<file path="src/etl_pkg.sv">
`default_nettype none

package etl_pkg;

  // Field widths
  localparam int COORD_BITS = 16;
  localparam int TOTAL_BITS = 32;
  localparam int EDGE_BITS  = COORD_BITS + 1;

  // Square root datapath: radicand dx^2 + dy^2, root of EDGE_BITS bits
  localparam int ROOT_BITS  = COORD_BITS + 1;
  localparam int RAD_BITS   = 2 * COORD_BITS + 1;
  localparam int SQ_BITS    = 2 * COORD_BITS;

  // Width of the saturating total adder
  localparam int SUM_BITS   = ((TOTAL_BITS > EDGE_BITS) ? TOTAL_BITS : EDGE_BITS) + 1;

  typedef logic [COORD_BITS-1:0] coord_t;
  typedef logic [EDGE_BITS-1:0]  edge_t;
  typedef logic [TOTAL_BITS-1:0] total_t;
  typedef logic [RAD_BITS-1:0]   rad_t;
  typedef logic [SQ_BITS-1:0]    sq_t;
  typedef logic [SUM_BITS-1:0]   sum_t;

  localparam total_t TOTAL_MAX = '1;

endpackage

`default_nettype wire

</file>
<file path="src/etl_if.sv">
`default_nettype none

// City channel: one coordinate pair per transfer
interface etl_in_if import etl_pkg::*; ();
  logic   valid;
  logic   ready;
  coord_t x_coord;
  coord_t y_coord;
  logic   last_city;

  modport source (output valid, x_coord, y_coord, last_city, input ready);
  modport sink   (input valid, x_coord, y_coord, last_city, output ready);
endinterface

// Edge result channel
interface etl_out_if import etl_pkg::*; ();
  logic   valid;
  logic   ready;
  edge_t  edge_length;
  total_t running_total;
  logic   closing_edge;
  logic   tour_done;

  modport source (output valid, edge_length, running_total, closing_edge, tour_done,
                  input ready);
  modport sink   (input valid, edge_length, running_total, closing_edge, tour_done,
                  output ready);
endinterface

`default_nettype wire

</file>
<file path="src/etl_sq.sv">
`default_nettype none

// Bit-serial sum of squares: dx*dx + dy*dy, one multiplier bit per cycle
module etl_sq import etl_pkg::*; (
  input  logic   clk,
  input  logic   rst_n,
  input  logic   start,
  input  coord_t dx,
  input  coord_t dy,
  output logic   done,
  output rad_t   sum_sq
);

  localparam int CNT_W = (COORD_BITS > 1) ? $clog2(COORD_BITS) : 1;

  logic             busy_r, busy_nxt;
  logic             done_r, done_nxt;
  logic [CNT_W-1:0] cnt_r, cnt_nxt;
  sq_t              mcand_x_r, mcand_x_nxt, mcand_y_r, mcand_y_nxt;
  coord_t           mplr_x_r, mplr_x_nxt, mplr_y_r, mplr_y_nxt;
  sq_t              acc_x_r, acc_x_nxt, acc_y_r, acc_y_nxt;

  // Shift-add step
  always_comb begin
    busy_nxt    = busy_r;
    done_nxt    = 1'b0;
    cnt_nxt     = cnt_r;
    mcand_x_nxt = mcand_x_r;
    mcand_y_nxt = mcand_y_r;
    mplr_x_nxt  = mplr_x_r;
    mplr_y_nxt  = mplr_y_r;
    acc_x_nxt   = acc_x_r;
    acc_y_nxt   = acc_y_r;
    if (start) begin
      busy_nxt    = 1'b1;
      cnt_nxt     = '0;
      mcand_x_nxt = SQ_BITS'(dx);
      mcand_y_nxt = SQ_BITS'(dy);
      mplr_x_nxt  = dx;
      mplr_y_nxt  = dy;
      acc_x_nxt   = '0;
      acc_y_nxt   = '0;
    end else if (busy_r) begin
      if (mplr_x_r[0]) acc_x_nxt = acc_x_r + mcand_x_r;
      if (mplr_y_r[0]) acc_y_nxt = acc_y_r + mcand_y_r;
      mcand_x_nxt = {mcand_x_r[SQ_BITS-2:0], 1'b0};
      mcand_y_nxt = {mcand_y_r[SQ_BITS-2:0], 1'b0};
      mplr_x_nxt  = mplr_x_r >> 1;
      mplr_y_nxt  = mplr_y_r >> 1;
      cnt_nxt     = cnt_r + 1'b1;
      if (cnt_r == CNT_W'(COORD_BITS - 1)) begin
        busy_nxt = 1'b0;
        done_nxt = 1'b1;
      end
    end
  end

  always_ff @(posedge clk) begin
    if (!rst_n) begin
      busy_r <= 1'b0;
      done_r <= 1'b0;
    end else begin
      busy_r <= busy_nxt;
      done_r <= done_nxt;
    end
    cnt_r     <= cnt_nxt;
    mcand_x_r <= mcand_x_nxt;
    mcand_y_r <= mcand_y_nxt;
    mplr_x_r  <= mplr_x_nxt;
    mplr_y_r  <= mplr_y_nxt;
    acc_x_r   <= acc_x_nxt;
    acc_y_r   <= acc_y_nxt;
  end

  assign done   = done_r;
  assign sum_sq = RAD_BITS'(acc_x_r) + RAD_BITS'(acc_y_r);

endmodule

`default_nettype wire

</file>
<file path="src/etl_sqrt.sv">
`default_nettype none

// Restoring square root, one root bit per cycle, rounded to nearest
module etl_sqrt import etl_pkg::*; (
  input  logic  clk,
  input  logic  rst_n,
  input  logic  start,
  input  rad_t  radicand,
  output logic  done,
  output edge_t rounded
);

  localparam int CNT_W = $clog2(ROOT_BITS);
  localparam int REM_W = ROOT_BITS + 1;
  localparam int SH_W  = ROOT_BITS + 3;

  logic                   busy_r, busy_nxt;
  logic                   done_r, done_nxt;
  logic [CNT_W-1:0]       cnt_r, cnt_nxt;
  logic [2*ROOT_BITS-1:0] rad_r, rad_nxt;
  logic [REM_W-1:0]       rem_r, rem_nxt;
  logic [ROOT_BITS-1:0]   root_r, root_nxt;
  logic [SH_W-1:0]        rem_sh, trial;
  logic                   fits;

  // Bring down two radicand bits and try the next root bit
  assign rem_sh = {rem_r, rad_r[2*ROOT_BITS-1 -: 2]};
  assign trial  = SH_W'({root_r, 2'b01});
  assign fits   = (rem_sh >= trial);

  always_comb begin
    busy_nxt = busy_r;
    done_nxt = 1'b0;
    cnt_nxt  = cnt_r;
    rad_nxt  = rad_r;
    rem_nxt  = rem_r;
    root_nxt = root_r;
    if (start) begin
      busy_nxt = 1'b1;
      cnt_nxt  = '0;
      rad_nxt  = (2*ROOT_BITS)'(radicand);
      rem_nxt  = '0;
      root_nxt = '0;
    end else if (busy_r) begin
      rad_nxt  = {rad_r[2*ROOT_BITS-3:0], 2'b00};
      rem_nxt  = fits ? REM_W'(rem_sh - trial) : REM_W'(rem_sh);
      root_nxt = {root_r[ROOT_BITS-2:0], fits};
      cnt_nxt  = cnt_r + 1'b1;
      if (cnt_r == CNT_W'(ROOT_BITS - 1)) begin
        busy_nxt = 1'b0;
        done_nxt = 1'b1;
      end
    end
  end

  always_ff @(posedge clk) begin
    if (!rst_n) begin
      busy_r <= 1'b0;
      done_r <= 1'b0;
    end else begin
      busy_r <= busy_nxt;
      done_r <= done_nxt;
    end
    cnt_r  <= cnt_nxt;
    rad_r  <= rad_nxt;
    rem_r  <= rem_nxt;
    root_r <= root_nxt;
  end

  // Remainder is n - r*r; round up when it exceeds r
  assign done    = done_r;
  assign rounded = EDGE_BITS'(root_r) + EDGE_BITS'(rem_r > REM_W'(root_r));

endmodule

`default_nettype wire

</file>
<file path="src/euclidean_tour_length.sv">
`default_nettype none

// Euclidean tour length, rounded per edge to the nearest integer.
// in_ch takes the cities of a closed tour in visiting order, one x/y pair
// per transfer; last_city marks the final city. The first city of a tour
// gives no result unless it is also marked last. Every later city gives one
// result on out_ch: the edge from the previous city and the running total.
// A city marked last also gives the closing edge back to the first city,
// with closing_edge and tour_done set; the next city starts a new tour.
// Each edge goes through a bit-serial squarer and then a bit-serial
// square root. The closing edge of a city marked last starts once that
// city's own edge is emitted, with no input transfer between. in_ready
// is high only while no city is in flight. A finished result sits in the
// output register while the next city is taken; when out_ready stays low,
// the next edge waits after its square root until the register frees. The
// running total saturates at all ones. Reset (rst_n low, synchronous)
// closes any open tour and drops any result not yet transferred.
module euclidean_tour_length import etl_pkg::*; (
  input  logic           clk,
  input  logic           rst_n,
  etl_in_if.sink         in_ch,
  etl_out_if.source      out_ch
);

  typedef enum logic [2:0] {
    S_IDLE,
    S_LOAD,
    S_SQ,
    S_RT,
    S_EMIT
  } state_t;

  state_t state_r, state_nxt;
  logic   tour_open_r, tour_open_nxt;
  logic   phase_r, phase_nxt;      // 1 while working on the closing edge
  logic   last_r, last_nxt;
  coord_t cur_x_r, cur_x_nxt, cur_y_r, cur_y_nxt;
  coord_t prev_x_r, prev_x_nxt, prev_y_r, prev_y_nxt;
  coord_t first_x_r, first_x_nxt, first_y_r, first_y_nxt;
  total_t total_r, total_nxt;
  logic   out_valid_r, out_valid_nxt;
  edge_t  out_edge_r, out_edge_nxt;
  total_t out_total_r, out_total_nxt;
  logic   out_close_r, out_close_nxt;

  coord_t a_x, a_y, b_x, b_y, dx, dy;
  logic   sq_start, sq_done, rt_done;
  rad_t   sum_sq;
  edge_t  edge_len;
  sum_t   sum_w;
  total_t total_sat;

  // Endpoints of the current edge
  assign a_x = phase_r ? cur_x_r : prev_x_r;
  assign a_y = phase_r ? cur_y_r : prev_y_r;
  assign b_x = phase_r ? first_x_r : cur_x_r;
  assign b_y = phase_r ? first_y_r : cur_y_r;
  assign dx  = (a_x >= b_x) ? a_x - b_x : b_x - a_x;
  assign dy  = (a_y >= b_y) ? a_y - b_y : b_y - a_y;

  etl_sq u_sq (
    .clk    (clk),
    .rst_n  (rst_n),
    .start  (sq_start),
    .dx     (dx),
    .dy     (dy),
    .done   (sq_done),
    .sum_sq (sum_sq)
  );

  etl_sqrt u_sqrt (
    .clk      (clk),
    .rst_n    (rst_n),
    .start    (sq_done),
    .radicand (sum_sq),
    .done     (rt_done),
    .rounded  (edge_len)
  );

  // Saturating total
  assign sum_w     = SUM_BITS'(total_r) + SUM_BITS'(edge_len);
  assign total_sat = (sum_w > SUM_BITS'(TOTAL_MAX)) ? TOTAL_MAX : TOTAL_BITS'(sum_w);

  // Control sequence
  always_comb begin
    state_nxt     = state_r;
    tour_open_nxt = tour_open_r;
    phase_nxt     = phase_r;
    last_nxt      = last_r;
    cur_x_nxt     = cur_x_r;
    cur_y_nxt     = cur_y_r;
    prev_x_nxt    = prev_x_r;
    prev_y_nxt    = prev_y_r;
    first_x_nxt   = first_x_r;
    first_y_nxt   = first_y_r;
    total_nxt     = total_r;
    out_valid_nxt = out_valid_r;
    out_edge_nxt  = out_edge_r;
    out_total_nxt = out_total_r;
    out_close_nxt = out_close_r;
    sq_start      = 1'b0;

    if (out_ch.ready) out_valid_nxt = 1'b0;

    case (state_r)
      S_IDLE: begin
        if (in_ch.valid) begin
          cur_x_nxt = in_ch.x_coord;
          cur_y_nxt = in_ch.y_coord;
          last_nxt  = in_ch.last_city;
          if (!tour_open_r) begin
            // first city of a tour
            first_x_nxt   = in_ch.x_coord;
            first_y_nxt   = in_ch.y_coord;
            prev_x_nxt    = in_ch.x_coord;
            prev_y_nxt    = in_ch.y_coord;
            total_nxt     = '0;
            tour_open_nxt = 1'b1;
            if (in_ch.last_city) begin
              phase_nxt = 1'b1;
              state_nxt = S_LOAD;
            end
          end else begin
            phase_nxt = 1'b0;
            state_nxt = S_LOAD;
          end
        end
      end
      S_LOAD: begin
        sq_start  = 1'b1;
        state_nxt = S_SQ;
      end
      S_SQ: begin
        if (sq_done) state_nxt = S_RT;
      end
      S_RT: begin
        if (rt_done) state_nxt = S_EMIT;
      end
      S_EMIT: begin
        if (!out_valid_r || out_ch.ready) begin
          out_valid_nxt = 1'b1;
          out_edge_nxt  = edge_len;
          out_total_nxt = total_sat;
          out_close_nxt = phase_r;
          total_nxt     = total_sat;
          if (!phase_r) begin
            prev_x_nxt = cur_x_r;
            prev_y_nxt = cur_y_r;
            if (last_r) begin
              phase_nxt = 1'b1;
              state_nxt = S_LOAD;
            end else begin
              state_nxt = S_IDLE;
            end
          end else begin
            tour_open_nxt = 1'b0;
            state_nxt     = S_IDLE;
          end
        end
      end
      default: state_nxt = S_IDLE;
    endcase
  end

  always_ff @(posedge clk) begin
    if (!rst_n) begin
      state_r     <= S_IDLE;
      tour_open_r <= 1'b0;
      phase_r     <= 1'b0;
      total_r     <= '0;
      out_valid_r <= 1'b0;
    end else begin
      state_r     <= state_nxt;
      tour_open_r <= tour_open_nxt;
      phase_r     <= phase_nxt;
      total_r     <= total_nxt;
      out_valid_r <= out_valid_nxt;
    end
    last_r      <= last_nxt;
    cur_x_r     <= cur_x_nxt;
    cur_y_r     <= cur_y_nxt;
    prev_x_r    <= prev_x_nxt;
    prev_y_r    <= prev_y_nxt;
    first_x_r   <= first_x_nxt;
    first_y_r   <= first_y_nxt;
    out_edge_r  <= out_edge_nxt;
    out_total_r <= out_total_nxt;
    out_close_r <= out_close_nxt;
  end

  assign in_ch.ready          = (state_r == S_IDLE);
  assign out_ch.valid         = out_valid_r;
  assign out_ch.edge_length   = out_edge_r;
  assign out_ch.running_total = out_total_r;
  assign out_ch.closing_edge  = out_close_r;
  assign out_ch.tour_done     = out_close_r;

endmodule

`default_nettype wire

</file>
<file path="src/flat_wrapper.sv">
// flat-port wrapper written by rule: the top's interface ports become plain ports
module euclidean_tour_length_flat import etl_pkg::*;
  (clk, rst_n, in_ch_valid, in_ch_x_coord, in_ch_y_coord, in_ch_last_city, in_ch_ready, out_ch_valid, out_ch_edge_length, out_ch_running_total, out_ch_closing_edge, out_ch_tour_done, out_ch_ready);
  etl_in_if in_ch_i ();
  etl_out_if out_ch_i ();
  input  logic clk;
  input  logic rst_n;
  input wire logic [$bits(in_ch_i.valid)-1:0] in_ch_valid;
  input wire logic [$bits(in_ch_i.x_coord)-1:0] in_ch_x_coord;
  input wire logic [$bits(in_ch_i.y_coord)-1:0] in_ch_y_coord;
  input wire logic [$bits(in_ch_i.last_city)-1:0] in_ch_last_city;
  output wire logic [$bits(in_ch_i.ready)-1:0] in_ch_ready;
  output wire logic [$bits(out_ch_i.valid)-1:0] out_ch_valid;
  output wire logic [$bits(out_ch_i.edge_length)-1:0] out_ch_edge_length;
  output wire logic [$bits(out_ch_i.running_total)-1:0] out_ch_running_total;
  output wire logic [$bits(out_ch_i.closing_edge)-1:0] out_ch_closing_edge;
  output wire logic [$bits(out_ch_i.tour_done)-1:0] out_ch_tour_done;
  input wire logic [$bits(out_ch_i.ready)-1:0] out_ch_ready;
  assign in_ch_i.valid = in_ch_valid;
  assign in_ch_i.x_coord = in_ch_x_coord;
  assign in_ch_i.y_coord = in_ch_y_coord;
  assign in_ch_i.last_city = in_ch_last_city;
  assign in_ch_ready = in_ch_i.ready;
  assign out_ch_valid = out_ch_i.valid;
  assign out_ch_edge_length = out_ch_i.edge_length;
  assign out_ch_running_total = out_ch_i.running_total;
  assign out_ch_closing_edge = out_ch_i.closing_edge;
  assign out_ch_tour_done = out_ch_i.tour_done;
  assign out_ch_i.ready = out_ch_ready;
  euclidean_tour_length u_core (.clk(clk), .rst_n(rst_n), .in_ch(in_ch_i), .out_ch(out_ch_i));
endmodule
</file>
<file path="config.mk">
export PLATFORM = sky130hd
export DESIGN_NAME = euclidean_tour_length_flat
export DESIGN_NICKNAME = d
export VERILOG_FILES = /design/src/etl_pkg.sv /design/src/etl_if.sv /design/src/etl_sq.sv /design/src/etl_sqrt.sv /design/src/euclidean_tour_length.sv /design/src/flat_wrapper.sv
export SDC_FILE = /design/constraint.sdc
export NUM_CORES = 1
export LEC_CHECK = 0
export BUFFER_PORTS_ARGS = -buffer_cell sky130_fd_sc_hd__buf_2
export CAP_MARGIN = 20
export CORE_MARGIN = 3
export CORE_UTILIZATION = 50
export DETAILED_ROUTE_END_ITERATION = 10
export PLACE_DENSITY = 0.73
export SETUP_SLACK_MARGIN = 0.2
export SLEW_MARGIN = 40
export SYNTH_ARGS = -nofsm -noshare
export SYNTH_HDL_FRONTEND = slang
export SYNTH_SLANG_ARGS = --single-unit
export TNS_END_PERCENT = 10
</file>
<file path="constraint.sdc">
create_clock -name clk -period 7.31 [get_ports clk]
set_input_delay 1.462 -clock clk [delete_from_list [all_inputs] [get_ports clk]]
set_output_delay 1.462 -clock clk [all_outputs]
set_load 0.02 [all_outputs]
</file>
Word level (Yosys, flattened, before mapping)
Index checks and enable logic that the tools add are counted.
Widths: inputs -> output; s select.
{"block": "word_totals", "regBits": 427, "out_inout_bits": 53, "wordCells": 150}
{"block": "classes", "addsub": 12, "magnitude_cmp": 5, "eq_ne": 14, "mux": 64, "n_bitwise": 4, "n_reduce_logical": 18}
{"operator": "$mux 16", "n": 22}
{"operator": "$mux 32", "n": 4}
{"operator": "$mux 33", "n": 2}
{"operator": "$add 32x32->32", "n": 2}
{"operator": "$pmux 16 s2", "n": 2}
{"operator": "$pmux 32 s2", "n": 1}
{"operator": "$sub 16x16->16", "n": 4}
{"operator": "$add 32x17->33", "n": 1}
{"operator": "$add 32x32->33", "n": 1}
{"operator": "$gt 33x32->1 const B", "n": 1}
{"operator": "$ge 16x16->1", "n": 2}
{"operator": "$mux 1", "n": 23}
{"operator": "$ge 20x19->1", "n": 1}
{"operator": "$gt 18x17->1", "n": 1}
{"operator": "$mux 18", "n": 1}
{"operator": "$mux 3", "n": 6}
{"operator": "$sub 18x18->18", "n": 1}
{"operator": "$add 17x1->17", "n": 1}
{"operator": "$pmux 3 s5", "n": 1}
{"operator": "$reduce_and 4->1", "n": 3}
{"operator": "$ne 2x2->1 const B", "n": 5}
{"operator": "$reduce_and 5->1", "n": 2}
{"operator": "$reduce_and 2->1", "n": 4}
{"operator": "$eq 3x2->1 const B", "n": 2}
{"operator": "other kinds (16)", "n": 24}

Longest topological paths before layout
Gate-level depths: netlist of the first run.
{"block": "depth", "depth_word": 7, "depth_mapped": 30}

Hierarchy
A second synthesis of the first run with hierarchy kept.
{"block": "hier_totals", "cells_unflattened": 2927, "area_unflattened_um2": 27272.4}
{"module": "euclidean_tour_length", "instances": 1, "cells_per_inst": 1173, "area_each_um2": 11705.0, "seq_area_each_um2": 5175.0}
{"module": "etl_sq", "instances": 1, "cells_per_inst": 1332, "area_each_um2": 11227.0, "seq_area_each_um2": 3963.8}
{"module": "etl_sqrt", "instances": 1, "cells_per_inst": 422, "area_each_um2": 4340.4, "seq_area_each_um2": 1851.8}

Worst setup path before layout of the first run
OpenSTA, ideal clock, no wires.
{"block": "synth_path", "path_kind": "register to register", "startpoint": "register u_core.u_sqrt.root_r[3]", "endpoint": "register u_core.out_total_r[18], in the netlist u_core.out_ch.running_total[18] (data pin)", "setup_ns": 0.266, "t_arrival_ns": 4.865, "t_required_ns": 7.044, "slack_ns": 2.179, "stages_incl_launch_ff": 28, "path_buffers": 1, "synth_period_minus_slack_ns": 5.131, "path_cell_list": "dfxtp_1 > inv_1 > ha_1 > a21o_1 > a21oi_1 > o21bai_1 > nand2b_1 > a21oi_1 > nor2_1 > o21ai_0 > a21oi_1 > a31oi_1 > ha_1 > ha_1 > nand3_1 > nor3_1 > nand3_1 > xnor2_1 > ha_1 > a21o_1 > a21o_1 > a21oi_1 > o21ai_0 > a21oi_1 > a2111oi_4 > and3_1 > buf_2 > or3b_1"}
{"block": "synth_via", "elab_chain_cells": 5}
{"item": "from (decl)", "line_no": "etl_sqrt.sv:22", "source": "logic [ROOT_BITS-1:0] root_r, root_nxt;"}
{"item": "from (signal assigned)", "line_no": "etl_sqrt.sv:67", "source": "root_r <= root_nxt;"}
{"item": "$gt 18x17->1", "line_no": "etl_sqrt.sv:72", "source": "assign rounded = EDGE_BITS'(root_r) + EDGE_BITS'(rem_r > REM_W'(root_r));"}
{"item": "$add 17x1->17 *", "line_no": "etl_sqrt.sv:72"}
{"item": "via u_core.edge_len[12]", "line_no": "euclidean_tour_length.sv:49", "source": "edge_t edge_len;"}
{"item": "$add 32x17->33 *", "line_no": "euclidean_tour_length.sv:81", "source": "assign sum_w = SUM_BITS'(total_r) + SUM_BITS'(edge_len);"}
{"item": "$gt 33x32->1", "line_no": "euclidean_tour_length.sv:82", "source": "assign total_sat = (sum_w > SUM_BITS'(TOTAL_MAX)) ? TOTAL_MAX : TOTAL_BITS'(sum_w);"}
{"item": "$mux 32 *", "line_no": "euclidean_tour_length.sv:82"}
{"item": "via u_core.total_sat[18]", "line_no": "euclidean_tour_length.sv:51", "source": "total_t total_sat;"}
{"item": "to (signal assigned)", "line_no": "euclidean_tour_length.sv:187", "source": "out_total_r <= out_total_nxt;"}
{"item": "to (decl)", "line_no": "euclidean_tour_length.sv:43", "source": "total_t out_total_r, out_total_nxt;"}
Mark *: on every way through the listed nets, which the timed path passes. The rest lies on a longest branch.
A chain may end at the register's enable or synchronous reset.

Worst setup path in the final report of the first run
{"block": "layout_path", "startpoint": "register u_core.u_sqrt.root_r[3]", "endpoint": "register u_core.total_r[10]"}
{"block": "layout_via", "elab_chain_cells": 7}
{"item": "$gt 18x17->1", "line_no": "etl_sqrt.sv:72"}
{"item": "$add 17x1->17 *", "line_no": "etl_sqrt.sv:72"}
{"item": "via u_core.edge_len[12]", "line_no": "euclidean_tour_length.sv:49"}
{"item": "$add 32x17->33 *", "line_no": "euclidean_tour_length.sv:81"}
{"item": "$gt 33x32->1 *", "line_no": "euclidean_tour_length.sv:82"}
{"item": "$mux 32 *", "line_no": "euclidean_tour_length.sv:82"}
{"item": "via u_core.total_sat[10]", "line_no": "euclidean_tour_length.sv:51"}
{"item": "$mux 32 *", "line_no": "euclidean_tour_length.sv:140", "source": "if (!out_valid_r || out_ch.ready) begin"}
{"item": "$pmux 32 s2 *", "line_no": "euclidean_tour_length.sv:105", "source": "case (state_r)"}
{"item": "to (signal assigned)", "line_no": "euclidean_tour_length.sv:176", "source": "total_r <= total_nxt;"}
{"item": "to (decl)", "line_no": "euclidean_tour_length.sv:40", "source": "total_t total_r, total_nxt;"}
Mark *: on every way through the listed nets, which the timed path passes. The rest lies on a longest branch. The select of a mux whose other input is x is not followed.

==> out/results.tsv, run 1 <==
metric	value	unit
Period minus WS final	6330	ps
Routability Congestion	0.902	
Worst setup EP type	flop	
Comb power frac	28.4	%
Initial Util	50.7	%
synthesized cell area	26100	um2
Seq/Total Area, Yosys	42.2	%
Synth Register Bits	427	
Clock Path Buffers	3	
Flop pwr share	40.3	%
Synth top area share	28.1	%
PwrDens	254	nW/um2
total gr overflow	0	
crit start category	flop	
Vias	19900	
Hold/Removal Path Class	flop to flop	
R2R Setup Slk	980	ps
# rows	83	
Final ANT Viol Nets	0	
post-synthesis average cell area	9.58	um2
largest net degree at the start of global routing	70	
Initial DRT Pass Iterations	5	
final setup fails	0	
initial antenna violation count	0	
worst slew pin tran	795	ps
PortBufs	89	
Final nets	3006	
Die W	234	um
Mapped Nets	2965	
top_reg_cell synth	edfxtp_1	
outcome	completed	
area leader, netlist	edfxtp_1	
Cells after DPL	3394	
All-Layer GR Usage	21.1	%
critical path's largest stage delay	660	ps
Int Pwr	4.96	mW
Post-CTS Hold Fix Bufs	0	
Slew Viols, Final	0	
max_slew headroom	46.9	%
vias in the first global route	19600	
DRC Markers	0	
Root Driver	clkbuf_16	
Skew-Pair Late Insertion Delay	590	ps
CTS clk-pin slew, worst paths	60	ps
CTS tree	built	
first-pass GRT wire length	96500	um
WP data required	7820	ps
Syn-to-layout area delta	9.62	%
Post-CTS Setup Bufs	0	
# diodes	0	
LEAKAGE	12.3	nW
max_cap viols	0	
Die Area	54900	um2
post-synthesis cell type count	97	
die height	234	um
period utilization	86.6	%
share of layout cells above drive strength 1	9.35	%
share of synthesized registers carrying an async set or reset	0	%
WP data arrival	6840	ps
DP HPWL	41500	um
setup tns final	0	ps
Switch Pwr	2.31	mW
DRT iter0 DRCs	1420	
drt wl/cell	16.6	um
met2 routed WL	28100	um
Ports	90	
Core ar.	51400	um2
critical setup path kind	flop to flop	
vias per cell	5.72	
metal1 wirelength	25800	um
setup repair after global routing missed its margin	no	
clk_skew	15.5	ps
Switching Fraction	31.8	%
total wire length	57800	um
top routing layer in use	met4	
worst IR drop on VDD	198	uV
post_cts resized	0	
number of synthesized flops with an enable pin	244	
Ys Warns	0	
top cells by area, synth	edfxtp_1 28%, dfxtp_1 14%, ha_1 9.5%	
fillers	4529	
CP max-delay cell	nand3_2	
Max Freq	158	MHz
Num CTS Buffers	46	
metal3 WL	2480	um
Gate Count Post-Synth	2722	
Clk pwr share	31.4	%
Finished Layout Cells	3481	
worst-path maximum fanout	26	
CTS Sinks	427	
CTS H-Tree Depth	2	
final hold vios	0	
-- through the flow --
stage,setup WS (ps),power [mW],util (%),hold WS (ps),area (um2)
after floorplan,2180,4.57,-,406,26100
after global placement,1170,4.94,52.6,463,27100
after detailed placement,1020,5.01,52.7,467,27100
after CTS,977,7.32,55.6,484,28600
after global routing,302,7.70,55.6,507,28600
final,979,7.27,55.6,478,28600
-- critical path: cells and delay by family (launching register included) --
kind,cells,cell delay [ps]
buffers and inverters,1,90
adders and majority gates,4,1170
xor gates and xnor gates,1,170
and+or+nand+nor,8,1950
DFF,1,440
AOI/OAI and AO/OA,12,2460
-- per-layer routing --
metal | up-vias | GRT usage [%]
li1 | 9884 | -
met1 | 9473 | 27.1
met2 | 446 | 36.6
met3 | 98 | 2.87
met4 | 0 | 7.26
met5 | - | 0
-- power by group through the flow --
| stage | sequential [mW] | clock [mW] | combinational, mW |
|---|---|---|---|
| after floorplan | 2.91 | 0 | 1.66 |
| after global placement | 2.97 | 0 | 1.97 |
| after detailed placement | 2.98 | 0 | 2.03 |
| after CTS | 2.93 | 2.34 | 2.05 |
| after global routing | 2.95 | 2.44 | 2.31 |
| final | 2.93 | 2.28 | 2.06 |
-- cell usage after synthesis (46+ instances only) --
master / number
xnor2_1: 91
clkbuf_1: 78
o21ai_0: 99
nand3_1: 46
ha_1: 198
a21o_1: 103
inv_1: 132
edfxtp_1: 244
nor2_1: 192
dfxtp_1: 183
nand2_1: 363
a21oi_1: 202
mux2i_1: 154
xor2_1: 49
o21a_1: 51
-- area by class of cell --
class                   instances  area [um2]  share of cell area, %
flip-flops and latches        427       11000                   38.5
clock buffers                  71        1370                   4.79
inverters                     132         495                   1.73
multi-input cells            2043       14100                   49.4
repair buffers                113         633                   2.22
clock inverters                15         119                  0.416
well taps                     680         851                   2.98
-- layout by cell type (no fill, tap or decap), types with 7 or more instances in the layout --
cell | synthesis | routed
clkinv_2 | 0 | 9
buf_2 | 16 | 89
nor2b_1 | 26 | 26
buf_4 | 4 | 23
a21o_1 | 103 | 103
o21a_1 | 51 | 51
nor3b_1 | 8 | 7
clkbuf_1 | 78 | 16
o31ai_1 | 17 | 17
xnor2_1 | 91 | 91
dfxtp_1 | 183 | 180
inv_1 | 132 | 130
o21ai_0 | 99 | 99
a211oi_1 | 30 | 30
a21oi_1 | 202 | 201
nand2_1 | 363 | 363
a22o_1 | 19 | 19
o21bai_1 | 16 | 16
mux2_2 | 30 | 30
and3_1 | 20 | 20
fa_1 | 8 | 8
a31oi_1 | 25 | 24
edfxtp_1 | 244 | 244
mux2i_1 | 154 | 154
o211ai_1 | 8 | 8
or3_1 | 12 | 12
and2_1 | 13 | 13
clkbuf_16 | 0 | 49
ha_1 | 198 | 198
nand2b_1 | 24 | 23
a21boi_0 | 13 | 13
xor2_1 | 49 | 49
nor2_1 | 192 | 189
nor3_1 | 39 | 39
nand3_1 | 46 | 46
o21ai_1 | 25 | 25
nand4_1 | 31 | 31
and4_1 | 7 | 7
-- final timing paths --
path	end	cells past startpoint	startpoint
worst max-delay path	u_core.total_r[10]$_SDFFE_PN0P_	26	u_core.u_sqrt.root_r[3]$_SDFFE_PP0P_
worst min-delay path	u_core.total_r[2]$_SDFFE_PN0P_	1	u_core.total_r[2]$_SDFFE_PN0P_
worst max register to register	u_core.total_r[10]$_SDFFE_PN0P_	26	u_core.u_sqrt.root_r[3]$_SDFFE_PP0P_
worst min register to register	u_core.total_r[2]$_SDFFE_PN0P_	1	u_core.total_r[2]$_SDFFE_PN0P_
-- logic make-up (layout without fill, tap and decap cells) --
logic type	after synthesis	after routing	synth area share [%]
buffers and inverters	252	331	3.88
AND/OR/NAND/NOR	822	822	14.4
AO/OA/AOI/OAI	689	689	17.4
multiplexers	186	186	7.31
XOR/XNOR	140	140	4.70
flip-flops	427	427	42.2
adder cells (fa/ha/maj)	206	206	10.1
-- sequential cells by signal, indices dropped and copies added, names as in the netlist, 18 cells and up --
| name | flops |
|---|---|
| u_core.total_r | 32 |
| u_core.u_sqrt.rad_r | 34 |
| u_core.u_sq.acc_x_r | 32 |
| u_core.u_sq.mcand_x_r | 32 |
| u_core.u_sq.acc_y_r | 32 |
| u_core.u_sq.mcand_y_r | 32 |
| u_core.out_ch.running_total | 32 |
| u_core.u_sqrt.rem_r | 18 |
Note: power is estimated with default switching activity, not from simulation.
==> inputs of run 2 (changes only) <==
--- a/config.mk
+++ b/config.mk
@@ -9,10 +9,11 @@
 export CAP_MARGIN = 20
 export CORE_MARGIN = 3
 export CORE_UTILIZATION = 50
+export CTS_CLUSTER_DIAMETER = 150
 export DETAILED_ROUTE_END_ITERATION = 10
 export PLACE_DENSITY = 0.73
+export RECOVER_POWER = 50
 export SETUP_SLACK_MARGIN = 0.2
-export SLEW_MARGIN = 40
 export SYNTH_ARGS = -nofsm -noshare
 export SYNTH_HDL_FRONTEND = slang
 export SYNTH_SLANG_ARGS = --single-unit
==> run 2 against run 1 <==
Against the previous run:
- the flow now finishes with violations (capacitance limit, slew limit)
- combinational power hardly changed
- critical endpoint is now u_core.u_sq.mplr_y_r[14]$_DFFE_PP_
- total power is 0.84% higher
- utilization is 0.17 points lower
- largest cell class unchanged
==> out/results.tsv, run 2 (synthesized netlist as in run 1, its figures left out) <==
metric	value	unit	change
CP max-delay cell	dfxtp_1		was nand3_2
commonest non-fill, non-tap cell in the layout	nand2_1		unchanged
# rows	83		unchanged
Ports	90		unchanged
# diodes	0		unchanged
die height	234	um	unchanged
critical path's largest stage delay	1950	ps	was 660 ps
LEAKAGE	12.1	nW	was 12.3 nW
total wire length	58100	um	was 57800 um
final setup fails	0		unchanged
All-Layer GR Usage	21.0	%	was 21.1%
Routability Congestion	0.902		unchanged
max_cap viols	11		was 0
max_slew headroom	-120	%	was 46.9%
most frequent cells in the layout	363 x nand2_1, 244 x edfxtp_1, 201 x a21oi_1, 198 x ha_1, 190 x nor2_1		was 363 x nand2_1, 244 x edfxtp_1, 201 x a21oi_1, 198 x ha_1, 189 x nor2_1
Post-CTS Setup Bufs	0		unchanged
fin worst setup slack	827	ps	was 979 ps
Skew-Pair Late Insertion Delay	600	ps	was 590 ps
PwrDens	257	nW/um2	was 254 nW/um2
WP data required	7640	ps	was 7820 ps
Finished Layout Cells	3477		was 3481
Initial Util	50.7	%	unchanged
Num CTS Buffers	45		was 46
Period minus WS final	6480	ps	was 6330 ps
worst-path maximum fanout	45		was 26
Core ar.	51400	um2	unchanged
reg-to-reg startpoint	u_core.phase_r$_SDFFE_PN0P_		was u_core.u_sqrt.root_r[3]$_SDFFE_PP0P_
worst IR drop on VDD	243	uV	was 198 uV
CP dominant cell by count	mux2i_1		
outcome	finished, violations left		was completed
period utilization	88.7	%	was 86.6%
Hold/Removal Path Class	flop to flop		unchanged
largest net degree at the start of global routing	70		unchanged
Critical path origin	u_core.phase_r$_SDFFE_PN0P_		was u_core.u_sqrt.root_r[3]$_SDFFE_PP0P_
crit start category	flop		unchanged
DRC Markers	0		unchanged
setup tns final	0	ps	unchanged
Syn-to-layout area delta	9.29	%	was 9.62%
Vias	19900		about the same
Initial DRT Pass Iterations	5		unchanged
first-pass GRT wire length	96000	um	was 96500 um
Top reg by flops	u_core.u_sqrt.rad_r		unchanged
DRT iter0 DRCs	1458		was 1420
Die Area	54900	um2	unchanged
PortBufs	89		unchanged
vias per cell	5.72		about the same
Critical Path Sink	u_core.u_sq.mplr_y_r[14]$_DFFE_PP_		was u_core.total_r[10]$_SDFFE_PN0P_
critical path cell sequence	buf_4, mux2i_1, inv_1, ha_1, fa_1, nand3b_1, a21oi_1, a211oi_2, o21ai_4, mux2i_1, a22o_1, a31o_2, o21ai_1, mux2i_1, nand2_1		
Top delay family on crit path	flip-flops		was compound AO/OA/AOI/OAI gates
Worst setup EP type	flop		unchanged
clk_skew	28.7	ps	was 15.5 ps
Cells after DPL	3394		unchanged
initial antenna violation count	0		unchanged
CTS Sinks	427		unchanged
WP data arrival	6810	ps	was 6840 ps
min-delay src	u_core.u_sq.acc_x_r[16]$_SDFFE_PP0P_		was u_core.total_r[2]$_SDFFE_PN0P_
Buf/Inv on CP	2		was 1
worst slew pin tran	3300	ps	was 795 ps
R2R Path End	u_core.u_sq.mplr_y_r[14]$_DFFE_PP_		was u_core.total_r[10]$_SDFFE_PN0P_
Final nets	3004		was 3006
Die W	234	um	unchanged
drt wl/cell	16.7	um	was 16.6 um
Final ANT Viol Nets	0		unchanged
DP HPWL	41700	um	was 41500 um
failing checks	capacitance limit, slew limit		
vias in the first global route	19600		about the same
Root Driver	clkbuf_16		unchanged
setup repair after global routing missed its margin	no		unchanged
critical setup path kind	flop to flop		unchanged
Max Freq	154	MHz	was 158 MHz
R2R Setup Slk	830	ps	was 980 ps
share of layout cells above drive strength 1	7.47	%	was 9.35%
critical path depth	15		was 26
total gr overflow	0		unchanged
CTS tree	built		unchanged
Clock Path Buffers	3		unchanged
Post-CTS Hold Fix Bufs	0		unchanged
Slew Viols, Final	435		was 0
post_cts resized	0		unchanged
CTS H-Tree Depth	2		unchanged
CTS clk-pin slew, worst paths	60	ps	about the same
final hold vios	0		unchanged
max reg flops	34		unchanged
worst r2r path cells	15		was 26
pre-CTS WS	1000	ps	was 1020 ps
[run 2: how the worst min path moves through the flow]
stage | end | slack [ps] | cells past startpoint
global placement | u_core.total_r[0]$_SDFFE_PN0P_ | 460 | 1
finish | u_core.u_sq.acc_x_r[16]$_SDFFE_PP0P_ | 480 | 2
detailed placement | u_core.total_r[14]$_SDFFE_PN0P_ | 480 | 1
floorplan | u_core.out_ch.closing_edge$_DFFE_PP_ | 410 | 0
global route | u_core.u_sqrt.rem_r[1]$_SDFFE_PP0P_ | 510 | 2
CTS | u_core.u_sq.acc_y_r[0]$_SDFFE_PP0P_ | 490 | 2
[run 2: stage by stage]
stage	hold WS, ps	total power [mW]	area [um2]	util, %
finish	482	7.33	28500	55.4
global route	508	7.75	28500	55.4
CTS	489	7.37	28600	55.6
detailed placement	475	5.01	27100	52.6
global placement	463	4.94	27100	52.6
floorplan	406	4.57	26100	-
[run 2: routing by layer]
layer / vias to the layer above / GRT usage (%) / part of all wire (%)
met5: - / 0 / 0
met3: 110 / 2.81 / 3.8
met4: 0 / 7.09 / 2.8
met1: 9502 / 26.9 / 45
li1: 9891 / - / -
met2: 390 / 36.5 / 48
[run 2: worst register-to-register path: cells and delay by family (launching register included)]
family,cells,cell delay (ps)
buffers and inverters,2,750
AO/OA/AOI/OAI,6,1760
AND/OR/NAND/NOR,2,290
flip-flops,1,1950
adder cells (fa/ha/maj),2,620
multiplexers,3,860
[run 2: where the power goes]
| group | internal (mW) | switching [mW] |
|---|---|---|
| Sequential | 2.77 | 0.168 |
| Clock | 1.36 | 0.978 |
| Combinational | 0.866 | 1.20 |
[run 2: cell type report]
class / instances / area [um2]
fill: 4536 / 22900
tap: 680 / 851
clock inverter: 11 / 123
clock buffer: 72 / 1400
timing repair buffer: 112 / 528
multi-input combinational: 2043 / 14100
inverter: 132 / 495
sequential: 427 / 11000
